### config.mk
export PLATFORM = sky130hd
export DESIGN_NAME = char_lcd_nibble_sequencer
export DESIGN_NICKNAME = d
export VERILOG_FILES = /design/src/hdl/clns_pkg.sv /design/src/hdl/clns_front.sv /design/src/hdl/clns_queue.sv /design/src/hdl/clns_back.sv /design/src/hdl/char_lcd_nibble_sequencer.sv
export VERILOG_INCLUDE_DIRS = /design/src /design/src/hdl
export SDC_FILE = /design/constraint.sdc
export NUM_CORES = 1
export LEC_CHECK = 0
export BUFFER_PORTS_ARGS = -buffer_cell sky130_fd_sc_hd__buf_4
export CAP_MARGIN = 25
export CORE_MARGIN = 4
export CORE_UTILIZATION = 55
export DETAILED_ROUTE_END_ITERATION = 8
export GPL_ROUTABILITY_DRIVEN = 0
export GPL_TIMING_DRIVEN = 0
export HOLD_SLACK_MARGIN = 0.06
export PLACE_DENSITY = 0.78
export SYNTH_ARGS = -nofsm -noshare
export SYNTH_HDL_FRONTEND = slang
export SYNTH_SLANG_ARGS = --single-unit
export TNS_END_PERCENT = 10
### constraint.sdc
create_clock -name clk_i -period 5.14 [get_ports clk_i]
set_clock_uncertainty 0.05 [all_clocks]
set_input_delay 0.257 -clock clk_i [delete_from_list [all_inputs] [get_ports clk_i]]
set_output_delay 0.257 -clock clk_i [all_outputs]
set_load 0.005 [all_outputs]
### src/hdl/assert_macros.svh
// Assertion macros used by the top level of the LCD nibble sequencer.
// Depends on nothing; define NO_ASSERTIONS to compile the checks out.
`ifndef ASSERT_MACROS_SVH
`define ASSERT_MACROS_SVH

`ifndef NO_ASSERTIONS

// expr must never hold
`define ASSERT_NEVER(label, clk, rst_n, expr) \
  label: assert property (@(posedge clk) disable iff (!(rst_n)) !(expr)) \
    else $error("assertion failed");

// ante in a cycle implies cons in the same cycle
`define ASSERT_IMPL(label, clk, rst_n, ante, cons) \
  label: assert property (@(posedge clk) disable iff (!(rst_n)) (ante) |-> (cons)) \
    else $error("assertion failed");

// ante in a cycle implies cons in the next cycle
`define ASSERT_NEXT(label, clk, rst_n, ante, cons) \
  label: assert property (@(posedge clk) disable iff (!(rst_n)) (ante) |=> (cons)) \
    else $error("assertion failed");

`else

`define ASSERT_NEVER(label, clk, rst_n, expr)
`define ASSERT_IMPL(label, clk, rst_n, ante, cons)
`define ASSERT_NEXT(label, clk, rst_n, ante, cons)

`endif

`endif

### src/hdl/clns_pkg.sv
// Types and constants of the character LCD nibble sequencer.
// Used by every module of the block; depends on nothing.
package clns_pkg;

  typedef enum logic [2:0] {
    CMD_INIT   = 3'd0,
    CMD_CMD    = 3'd1,
    CMD_DATA   = 3'd2,
    CMD_CLEAR  = 3'd3,
    CMD_CURSOR = 3'd4,
    CMD_GLYPH  = 3'd5
  } cmd_e;

  localparam logic [7:0]  LCD_FUNC_SET   = 8'h28;
  localparam logic [7:0]  LCD_DISP_ON    = 8'h0C;
  localparam logic [7:0]  LCD_CLR_DISP   = 8'h01;
  localparam logic [7:0]  LCD_DDRAM_L0   = 8'h80;
  localparam logic [7:0]  LCD_DDRAM_L1   = 8'hC0;
  localparam logic [7:0]  LCD_CGRAM      = 8'h40;
  localparam logic [18:0] WAIT_POWER_UP  = 19'd500000;
  localparam logic [18:0] WAIT_FIRST_NIB = 19'd50000;
  localparam logic [18:0] WAIT_NIB       = 19'd10000;
  localparam logic [18:0] WAIT_CLEAR     = 19'd40000;
  localparam logic [2:0]  PRO_LAST       = 3'd4;

  typedef struct packed {
    logic [2:0] cmd;
    logic [7:0] value;
    logic       row;
    logic [5:0] col;
    logic [2:0] location;
    logic [2:0] glyph_row;
  } req_t;

  typedef struct packed {
    logic        rs;
    logic [3:0]  nibble;
    logic        strobe_res;
    logic [18:0] wait_after;
    logic        last;
  } res_t;

  typedef struct packed {
    logic       rs;
    logic [7:0] data;
  } lcd_byte_t;

  // decoded request: optional init prologue, then one to three bytes
  typedef struct packed {
    logic                 init;
    logic [1:0]           last_idx;
    logic                 long_wait;
    lcd_byte_t [2:0]      bytes;
  } job_t;

  typedef enum logic [2:0] {
    PH_IDLE = 3'b001,
    PH_PRO  = 3'b010,
    PH_BYTE = 3'b100
  } phase_e;

  function automatic logic [3:0] pro_nibble(input logic [2:0] step);
    logic [3:0] nib;
    unique case (step)
      3'd1, 3'd2, 3'd3: nib = 4'h3;
      3'd4:             nib = 4'h2;
      default:          nib = 4'h0;
    endcase
    return nib;
  endfunction

  function automatic logic [18:0] pro_wait(input logic [2:0] step);
    logic [18:0] w;
    unique case (step)
      3'd0:             w = WAIT_POWER_UP;
      3'd1:             w = WAIT_FIRST_NIB;
      3'd2, 3'd3, 3'd4: w = WAIT_NIB;
      default:          w = '0;
    endcase
    return w;
  endfunction

endpackage

### src/hdl/clns_front.sv
// Front end: classifies one request into a job descriptor.
// Depends on clns_pkg.
module clns_front (
  input  clns_pkg::req_t req_i,
  output logic           job_valid_o,
  output clns_pkg::job_t job_o
);
  import clns_pkg::*;

  logic [7:0] cursor_addr;

  assign cursor_addr = (req_i.row ? LCD_DDRAM_L1 : LCD_DDRAM_L0) + {2'b00, req_i.col};

  always_comb begin
    job_valid_o = 1'b1;
    job_o       = '0;
    unique case (cmd_e'(req_i.cmd))
      CMD_INIT: begin
        job_o.init      = 1'b1;
        job_o.last_idx  = 2'd2;
        job_o.long_wait = 1'b1;
        job_o.bytes[0]  = '{rs: 1'b0, data: LCD_FUNC_SET};
        job_o.bytes[1]  = '{rs: 1'b0, data: LCD_DISP_ON};
        job_o.bytes[2]  = '{rs: 1'b0, data: LCD_CLR_DISP};
      end
      CMD_CMD: begin
        job_o.bytes[0] = '{rs: 1'b0, data: req_i.value};
      end
      CMD_DATA: begin
        job_o.bytes[0] = '{rs: 1'b1, data: req_i.value};
      end
      CMD_CLEAR: begin
        job_o.long_wait = 1'b1;
        job_o.bytes[0]  = '{rs: 1'b0, data: LCD_CLR_DISP};
      end
      CMD_CURSOR: begin
        job_o.bytes[0] = '{rs: 1'b0, data: cursor_addr};
      end
      CMD_GLYPH: begin
        if (req_i.glyph_row == 3'd0) begin
          job_o.last_idx = 2'd1;
          job_o.bytes[0] = '{rs: 1'b0, data: LCD_CGRAM | {2'b00, req_i.location, 3'b000}};
          job_o.bytes[1] = '{rs: 1'b1, data: req_i.value};
        end else if (req_i.glyph_row == 3'd7) begin
          job_o.last_idx = 2'd1;
          job_o.bytes[0] = '{rs: 1'b1, data: req_i.value};
          job_o.bytes[1] = '{rs: 1'b0, data: LCD_DDRAM_L0};
        end else begin
          job_o.bytes[0] = '{rs: 1'b1, data: req_i.value};
        end
      end
      default: begin
        job_valid_o = 1'b0;
      end
    endcase
  end

endmodule

### src/hdl/clns_queue.sv
// Two-entry job queue between the front end and the transfer sequencer.
// Depends on clns_pkg.
module clns_queue (
  input  logic           clk_i,
  input  logic           rst_ni,
  input  logic           push_i,
  input  clns_pkg::job_t job_i,
  output logic           full_o,
  output logic           valid_o,
  input  logic           pop_i,
  output clns_pkg::job_t job_o
);
  import clns_pkg::*;

  job_t       mem_q [2];
  logic       wr_ptr_q, wr_ptr_d;
  logic       rd_ptr_q, rd_ptr_d;
  logic [1:0] cnt_q, cnt_d;
  logic       do_push, do_pop;

  assign full_o  = (cnt_q == 2'd2);
  assign valid_o = (cnt_q != 2'd0);
  assign job_o   = mem_q[rd_ptr_q];
  assign do_push = push_i && !full_o;
  assign do_pop  = pop_i && valid_o;

  always_comb begin
    wr_ptr_d = do_push ? !wr_ptr_q : wr_ptr_q;
    rd_ptr_d = do_pop ? !rd_ptr_q : rd_ptr_q;
    cnt_d    = cnt_q + {1'b0, do_push} - {1'b0, do_pop};
  end

  always_ff @(posedge clk_i) begin
    if (do_push) begin
      mem_q[wr_ptr_q] <= job_i;
    end
  end

  always_ff @(posedge clk_i or negedge rst_ni) begin
    if (!rst_ni) begin
      wr_ptr_q <= 1'b0;
      rd_ptr_q <= 1'b0;
      cnt_q    <= 2'd0;
    end else begin
      wr_ptr_q <= wr_ptr_d;
      rd_ptr_q <= rd_ptr_d;
      cnt_q    <= cnt_d;
    end
  end

endmodule

### src/hdl/clns_back.sv
// Back end: walks a job and emits one nibble transfer per cycle.
// Depends on clns_pkg.
module clns_back (
  input  logic           clk_i,
  input  logic           rst_ni,
  input  logic           job_valid_i,
  input  clns_pkg::job_t job_i,
  output logic           pop_o,
  output logic           valid_o,
  output clns_pkg::res_t res_o
);
  import clns_pkg::*;

  phase_e     phase_q, phase_d;
  job_t       job_q, job_d;
  logic [2:0] step_q, step_d;
  logic [1:0] bidx_q, bidx_d;
  logic       half_q, half_d;
  logic       valid_q, valid_d;
  res_t       res_q, res_d;
  lcd_byte_t  cur_byte;
  logic       last_byte, done;

  assign cur_byte  = job_q.bytes[bidx_q];
  assign last_byte = (bidx_q == job_q.last_idx);

  always_comb begin
    res_d   = '0;
    valid_d = 1'b0;
    unique case (phase_q)
      PH_PRO: begin
        valid_d          = 1'b1;
        res_d.nibble     = pro_nibble(step_q);
        res_d.strobe_res = (step_q != 3'd0);
        res_d.wait_after = pro_wait(step_q);
      end
      PH_BYTE: begin
        valid_d          = 1'b1;
        res_d.rs         = cur_byte.rs;
        res_d.nibble     = half_q ? cur_byte.data[3:0] : cur_byte.data[7:4];
        res_d.strobe_res = 1'b1;
        res_d.last       = half_q && last_byte;
        res_d.wait_after = (half_q && last_byte && job_q.long_wait) ? WAIT_CLEAR : '0;
      end
      default: begin
        valid_d = 1'b0;
      end
    endcase
  end

  assign done  = valid_d && res_d.last;
  assign pop_o = job_valid_i && (phase_q == PH_IDLE || done);

  always_comb begin
    phase_d = phase_q;
    job_d   = job_q;
    step_d  = step_q;
    bidx_d  = bidx_q;
    half_d  = half_q;
    if (phase_q == PH_IDLE || done) begin
      step_d = '0;
      bidx_d = '0;
      half_d = 1'b0;
      if (job_valid_i) begin
        job_d   = job_i;
        phase_d = job_i.init ? PH_PRO : PH_BYTE;
      end else begin
        phase_d = PH_IDLE;
      end
    end else if (phase_q == PH_PRO) begin
      if (step_q == PRO_LAST) begin
        phase_d = PH_BYTE;
      end else begin
        step_d = step_q + 3'd1;
      end
    end else begin
      if (half_q) begin
        bidx_d = bidx_q + 2'd1;
        half_d = 1'b0;
      end else begin
        half_d = 1'b1;
      end
    end
  end

  always_ff @(posedge clk_i) begin
    job_q <= job_d;
    res_q <= res_d;
  end

  always_ff @(posedge clk_i or negedge rst_ni) begin
    if (!rst_ni) begin
      phase_q <= PH_IDLE;
      step_q  <= '0;
      bidx_q  <= '0;
      half_q  <= 1'b0;
      valid_q <= 1'b0;
    end else begin
      phase_q <= phase_d;
      step_q  <= step_d;
      bidx_q  <= bidx_d;
      half_q  <= half_d;
      valid_q <= valid_d;
    end
  end

  assign valid_o = valid_q;
  assign res_o   = res_q;

endmodule

### src/hdl/char_lcd_nibble_sequencer.sv
// Character LCD 4-bit request sequencer, top level.
// Depends on clns_pkg, clns_front, clns_queue, clns_back, assert_macros.svh.
//
// Usage:
//   A request (req_i) is taken at a clock edge with start_i high and busy_o low.
//   Each request expands into nibble transfers on res_o, one per cycle, each
//   marked by valid_o for exactly one cycle; res_o.last flags the final one.
//   A request's first transfer goes through the queue, phase and output registers
//   if the sequencer is free. Byte requests give 2 transfers, glyph rows 2 or 4,
//   init 11. Requests of kinds 6 and 7 are taken and give no transfers.
//   Throughput is set by the sequencer at one transfer per cycle; consecutive
//   requests follow without gaps. A two-deep request queue sits in front of
//   it, and busy_o is high while that queue is full.
//   The receiver cannot stall: every transfer must be taken when shown.
//   cfg_we_i / cfg_wdata_i write the enable half period (reset 8000); it
//   only feeds an internal assertion and does not change any transfer field.
//   Reset empties the queue and idles the sequencer.
module char_lcd_nibble_sequencer (
  input  logic           clk_i,
  input  logic           rst_ni,
  input  logic           start_i,
  output logic           busy_o,
  input  clns_pkg::req_t req_i,
  input  logic           cfg_we_i,
  input  logic [19:0]    cfg_wdata_i,
  output logic           valid_o,
  output clns_pkg::res_t res_o
);
  import clns_pkg::*;

  `include "assert_macros.svh"

  logic        half_nonzero;
  logic [19:0] en_half_q;
  logic        fe_valid, q_full, q_valid, q_pop;
  job_t        fe_job, q_job;

  always_ff @(posedge clk_i or negedge rst_ni) begin
    if (!rst_ni) begin
      en_half_q <= 20'd8000;
    end else if (cfg_we_i) begin
      en_half_q <= cfg_wdata_i;
    end
  end

  assign half_nonzero = (en_half_q != '0);

  clns_front u_front (
    .req_i       (req_i),
    .job_valid_o (fe_valid),
    .job_o       (fe_job)
  );

  clns_queue u_queue (
    .clk_i   (clk_i),
    .rst_ni  (rst_ni),
    .push_i  (start_i && fe_valid),
    .job_i   (fe_job),
    .full_o  (q_full),
    .valid_o (q_valid),
    .pop_i   (q_pop),
    .job_o   (q_job)
  );

  clns_back u_back (
    .clk_i       (clk_i),
    .rst_ni      (rst_ni),
    .job_valid_i (q_valid),
    .job_i       (q_job),
    .pop_o       (q_pop),
    .valid_o     (valid_o),
    .res_o       (res_o)
  );

  assign busy_o = q_full;

  `ASSERT_NEXT(a_burst_contig, clk_i, rst_ni, valid_o && !res_o.last, valid_o)
  `ASSERT_IMPL(a_wait_only_zero, clk_i, rst_ni, valid_o && !res_o.strobe_res,
               !res_o.rs && res_o.nibble == 4'h0 && res_o.wait_after == WAIT_POWER_UP)
  `ASSERT_NEVER(a_half_period_zero, clk_i, rst_ni,
                !half_nonzero && !$past(cfg_we_i) && $past(!rst_ni))

endmodule

Word-level counts from Yosys, hierarchy flattened
Memories as Yosys holds them, arrays and structs flattened. Cells that the tools add are included.

Memories kept: 1. Bits in registers: 70. Bits in latches: 0. Logic and storage cells: 110. Memory bits (writable): 46. ROM bits: 0. Output and inout port bits: 28. Bits of input ports: 48.

Multiply operators: 0. Magnitude comparators: 1. Reduce and logical (&&, ||, !) cells: 28. Equality and inequality tests: 17. Shifts and indexed selects: 0. Bitwise gates (word level): 0. Div/mod/pow operators: 0. Multiplexer cells: 37. Add/sub/neg operators: 5.

Memories: u_queue.mem_q (depth 2, width 23, read ports 1, clocked after Yosys merged registers in 0, wr ports 1, RTL line clns_queue.sv:15) `job_t mem_q [2];`.

Operators by type and width (number): $pmux W19 S3 (1); $pmux W9 S6 (1); $pmux W24 S2 (1); $mux W3 (8); $bmux W9 S2 (1); $mux W18 (1); $pmux W9 S2 (1); $mux W16 (1); $eq A3 B2 Y1 const B (5); $eq A3 B3 Y1 const B (5); $mux W1 (12); $eq A3 B1 Y1 const B (3); $logic_not A3 Y1 (3); $mux W9 (1); $add A8 B6 Y8 (1); $mux W2 (4); $mux W8 (1); $pmux W2 S2 (2); $reduce_and A2 Y1 (4); $reduce_bool A2 Y1 (4); $logic_and A1 B1 Y1 (7); $mux W7 (1); $reduce_or A3 Y1 (2); $reduce_or A6 Y1 (1); 13 further kinds (17).

Logic depth before layout (Yosys ltp)
Depth after elaboration: 8. Gate-level depth with buffers: 10. Gate-level depth less buffers: 9.

By module
From an unflattened synthesis, not the netlist that was laid out.

Cell total of the unflattened synthesis: 347. Area, all modules: 5226.3 µm².

Modules (own cells, without submodules): clns_queue (cells each 115, times used 1, area an instance 2473.6 µm², sequential area each 1961.9 µm²); clns_back (cells each 164, times used 1, area an instance 2288.4 µm², sequential area each 1472.7 µm²); clns_front (cells each 67, times used 1, area an instance 457.9 µm², sequential area each 0.0 µm²); char_lcd_nibble_sequencer (cells each 1, times used 1, area an instance 6.3 µm², sequential area each 0.0 µm²).

Worst setup path after synthesis
No wires, ideal clock.

Kind: register to register. From: register u_back.phase_q[0]. To: register u_queue.cnt_q[1]. Setup time: 0.080 ns. Data required time: 5.010 ns. Clock period less this slack: 2.656 ns. Stages on the path, launching flop included: 11. Path slack: 2.484 ns. Arrival: 2.526 ns. Path buffers: 1. Path through: dfstp_2 > buf_6 > or3b_1 > o31ai_4 > o21ai_4 > inv_1 > ha_1 > inv_1 > ha_1 > xnor2_1 > xnor2_1.

Word-level cells in the longest chain between the ends: 8. Elaborated cells between the ends (all ways): 11. Classes of those cells: add/sub (1); eq/ne (3); mux (2); reduce/logical (5).

Ends and longest elaborated chain: start, declared (RTL line clns_back.sv:14) `phase_e phase_q, phase_d;`; start signal, assigned (RTL line clns_back.sv:99) `phase_q <= phase_d;`; $eq A3 B3 Y1 / $eq A3 B2 Y1 (equally long branches) (RTL line clns_back.sv:30) `unique case (phase_q)`; $reduce_or A2 Y1 (no line); $mux W1 (RTL line clns_back.sv:30); $logic_and A1 B1 Y1 (RTL line clns_back.sv:51) `assign done = valid_d && res_d.last;`; $logic_or A1 B1 Y1 (*) (RTL line clns_back.sv:52) `assign pop_o = job_valid_i && (phase_q == PH_IDLE || done);`; $logic_and A1 B1 Y1 (*) (RTL line clns_back.sv:52); net q_pop (RTL line char_lcd_nibble_sequencer.sv:35) `logic fe_valid, q_full, q_valid, q_pop;`; $logic_and A1 B1 Y1 (*) (RTL line clns_queue.sv:25) `assign do_pop = pop_i && valid_o;`; $sub A2 B1 Y2 (*) (RTL line clns_queue.sv:30) `cnt_d = cnt_q + {1'b0, do_push} - {1'b0, do_pop};`; net u_queue.cnt_d[1] (RTL line clns_queue.sv:18) `logic [1:0] cnt_q, cnt_d;`; end signal, assigned (RTL line clns_queue.sv:47) `cnt_q <= cnt_d;`; end, declared (RTL line clns_queue.sv:18).

Mark *: on every way through the listed nets, which the timed path passes. The rest lies on a longest branch. A chain may end at the register's enable or synchronous reset.

Final worst setup path
Same ends and word-level chain as after synthesis.

==> results.ini <==
[timing]
fmax_mhz=339
finalSetupTns_ns=0
finalMaxSlewViolations=0
tightestPinTransition_ns=0.812
setup_violations=0
hold_ws_ns=0.158
period_minus_slack_ns=2.95
fin_crit_sh_pct=57.3
slew_headroom_pct=45.8
timing.final.ws_setup_ns=2.19
hold_viol=0
rsz0062_at_grt=no

[detailed_routing]
drtAntennaViolNets=0
drt_pass1_iterations=4
drc=0
drtIter0Drc=104
via_per_inst=5.20
num_vias=2447
wire_per_inst_um=14.9
routed_wirelength_mm=7.00

[min_path]
hp-start=req_i[19]
hold_class=input port to flop
hold_end=u_queue.mem_q[1][15]
hold_depth=2

[logic_synthesis]
ys_seq_area_share_pct=63.8
synth_top_area_share_pct=47.6
yosysTopAreaCell=edfxtp_1
netlist_instances=301
yosys_most_used_dff=edfxtp_1
synth-edff-count=66
yosys_warnings=0
ys_top_cells_by_area=edfxtp_1 48%, dfrtp_1 7.8%, dfxtp_1 7.7%
async_flop_share_pct=14.6
syn-mean-instance-area_um2=13.8
synth.distinct_cells=54
ys_ff_latch=96
synth_area_mm2=0.00416

[worst_setup_path]
rr_endpoint=u_queue.cnt_q[1]
crit_path_end_kind=flop
r2r_start=u_back.phase_q[0]
crit_path_max_fanout=23
start_kind=flop
r2r_slack_ns=2.19
required_ns=5.38
crit_type=flop to flop
r2r_cells=10
worstPathArrival_ns=3.19

[run_status]
status=finished clean

[power]
p_per_area_mw_per_mm2=317
vdd_drop_max_v=0.000138
leakage_nw=1.98

[clock_network]
clk_pin_slew_ns=0.09
clk_latency_ns=0.36
cts_root_buf=clkbuf_8
cts_buffers=9
post_cts_buffers=0
cts.path.max_buffers=2
cts.sink_count=96
cts.htree.levels=3
cts_tree=yes

[floorplan]
rows=31
initial_core_util_pct=57.1
die_w_um=95.0
dieArea_mm2=0.00902
io_pins=76
fp.dieH_um=95.0
core_mm2=0.00729

[run]
drv_cap=0

[place]
place_ws_ns=2.16
io_buffers=48
dp_hpwl_mm=5.10

[finish]
n_antenna_cell=0
area_growth_pct=17.4
drive_gt1_share_pct=32.0
fillCellCount=521
fin_nets=422

[grt]
grt_first_pass_wirelength_mm=11.4
grt.overflow.total=0
grt_max_degree=24
antenna_found_initial=0
grt_pass1_vias=2381
grt_usage_pct=17.2

## flip-flops by register name, indices dropped and copies added, names as in the netlist
register and cells:
u_back.phase_q 3, u_queue.cnt_q 2, u_back.valid_o 1, u_back.res_o 16, u_queue.mem_q 44, u_back.bidx_q 2, u_queue.rd_ptr_q 1, u_back.half_q 1
u_back.job_q 22, u_queue.wr_ptr_q 1, u_back.step_q 3
## stage by stage
stage,util [%],area (µm²),power (W),instances
after detailed placement,64.3,4690,0.00113,453
after floorplan,-,4180,0.00106,305
final,67.0,4880,0.00155,471
after global placement,63.9,4660,0.00111,452
after CTS,66.8,4870,0.00155,470
after global routing,67.0,4880,0.00162,471
## worst max-delay path by stage
stage	depth (start not counted)	slack [ns]	to	start
after global placement	10	2.24	u_queue.cnt_q[1]	u_back.phase_q[0]
after detailed placement	10	2.16	u_queue.cnt_q[1]	u_back.phase_q[0]
after floorplan	10	2.48	u_queue.cnt_q[1]	u_back.phase_q[0]
after global routing	10	1.96	u_queue.cnt_q[1]	u_back.phase_q[0]
after CTS	10	2.15	u_queue.cnt_q[1]	u_back.phase_q[0]
final	10	2.19	u_queue.cnt_q[1]	u_back.phase_q[0]
## placed cells by master, fill, tap and decap left out, types with 2 or more instances in the layout
| cell type | Yosys | routed |
|---|---|---|
| clkbuf_8 | 0 | 9 |
| a31oi_1 | 2 | 2 |
| buf_4 | 11 | 59 |
| mux2i_1 | 4 | 4 |
| nand3_1 | 5 | 5 |
| xor2_1 | 3 | 3 |
| clkinvlp_4 | 0 | 2 |
| nand2b_1 | 5 | 5 |
| dfxtp_1 | 16 | 16 |
| ha_1 | 7 | 7 |
| nor2_1 | 14 | 13 |
| o22ai_1 | 2 | 2 |
| inv_1 | 15 | 15 |
| o21ai_0 | 6 | 6 |
| nor2b_1 | 8 | 8 |
| a21oi_1 | 13 | 13 |
| dfrtp_1 | 13 | 13 |
| nor2_2 | 1 | 2 |
| conb_1 | 1 | 5 |
| a22oi_1 | 3 | 3 |
| buf_6 | 2 | 2 |
| edfxtp_1 | 66 | 66 |
| mux2_2 | 22 | 22 |
| mux4_2 | 3 | 3 |
| nand2_1 | 18 | 18 |
| and2_1 | 5 | 5 |
| nor3_1 | 5 | 5 |
| o21a_1 | 5 | 5 |
| buf_2 | 4 | 4 |
| xnor2_1 | 5 | 5 |
| a21o_1 | 5 | 5 |
| clkbuf_1 | 4 | 4 |
| and3b_1 | 2 | 2 |
| a221o_1 | 3 | 3 |
| nor3_2 | 2 | 2 |
## critical path: stages, from the launching register on
cell	delay, ns
dfstp_2	0.54
buf_6	0.12
or3b_1	0.41
o31ai_4	0.14
o21ai_4	0.15
inv_1	0.62
ha_1	0.36
inv_1	0.06
ha_1	0.15
xnor2_1	0.13
xnor2_1	0.13
## timing repair
| item | in CTS | in global routing |
|---|---|---|
| setup endpoints to repair | 0 | 0 |
| hold buffers | 1 | 0 |
| resized for setup | 0 | 0 |
| endpoints found under the hold margin | 14 | 0 |
## logic make-up after synthesis
logic type | after synthesis | share of synthesized area, %
AOI/OAI and AO/OA | 51 | 8.84
xor gates and xnor gates | 9 | 2.08
adders and majority gates | 7 | 2.11
buffers and inverters | 36 | 4.72
DFF | 96 | 63.8
muxes | 29 | 8.54
other | 1 | 0.0901
and+or+nand+nor | 72 | 9.83
## cells in the mapped netlist, types with 6 or more instances
library cell / n
inv_1: 15
buf_4: 11
dfxtp_1: 16
ha_1: 7
nand2_1: 18
a21oi_1: 13
dfrtp_1: 13
nor2b_1: 8
edfxtp_1: 66
nor2_1: 14
o21ai_0: 6
mux2_2: 22
## layer usage
layer	GRT usage, %	part of all wire (%)
met3	3.75	4.8
met1	22.4	43
met5	0	0
met4	8.53	2.0
met2	27.3	50
## power by group
group / leakage, nW / total, W / internal [W] / switching, W
Clock: 0.0792 / 0.000424 / 0.000174 / 0.000250
Sequential: 0.922 / 0.000947 / 0.000918 / 0.0000293
Combinational: 0.981 / 0.000176 / 0.0000809 / 0.0000947
## area by class of cell
class	count	area, µm²	share of cell area, %
flip-flops and latches	96	2650	54.3
well taps	99	124	2.54
multi-input cells	173	1330	27.2
repair buffers	51	413	8.45
inverters	15	56.3	1.15
plain buffers	21	140	2.87
clock inverters	7	46.3	0.948
clock buffers	9	124	2.54
No activity file was read; power rests on OpenSTA's default activity.
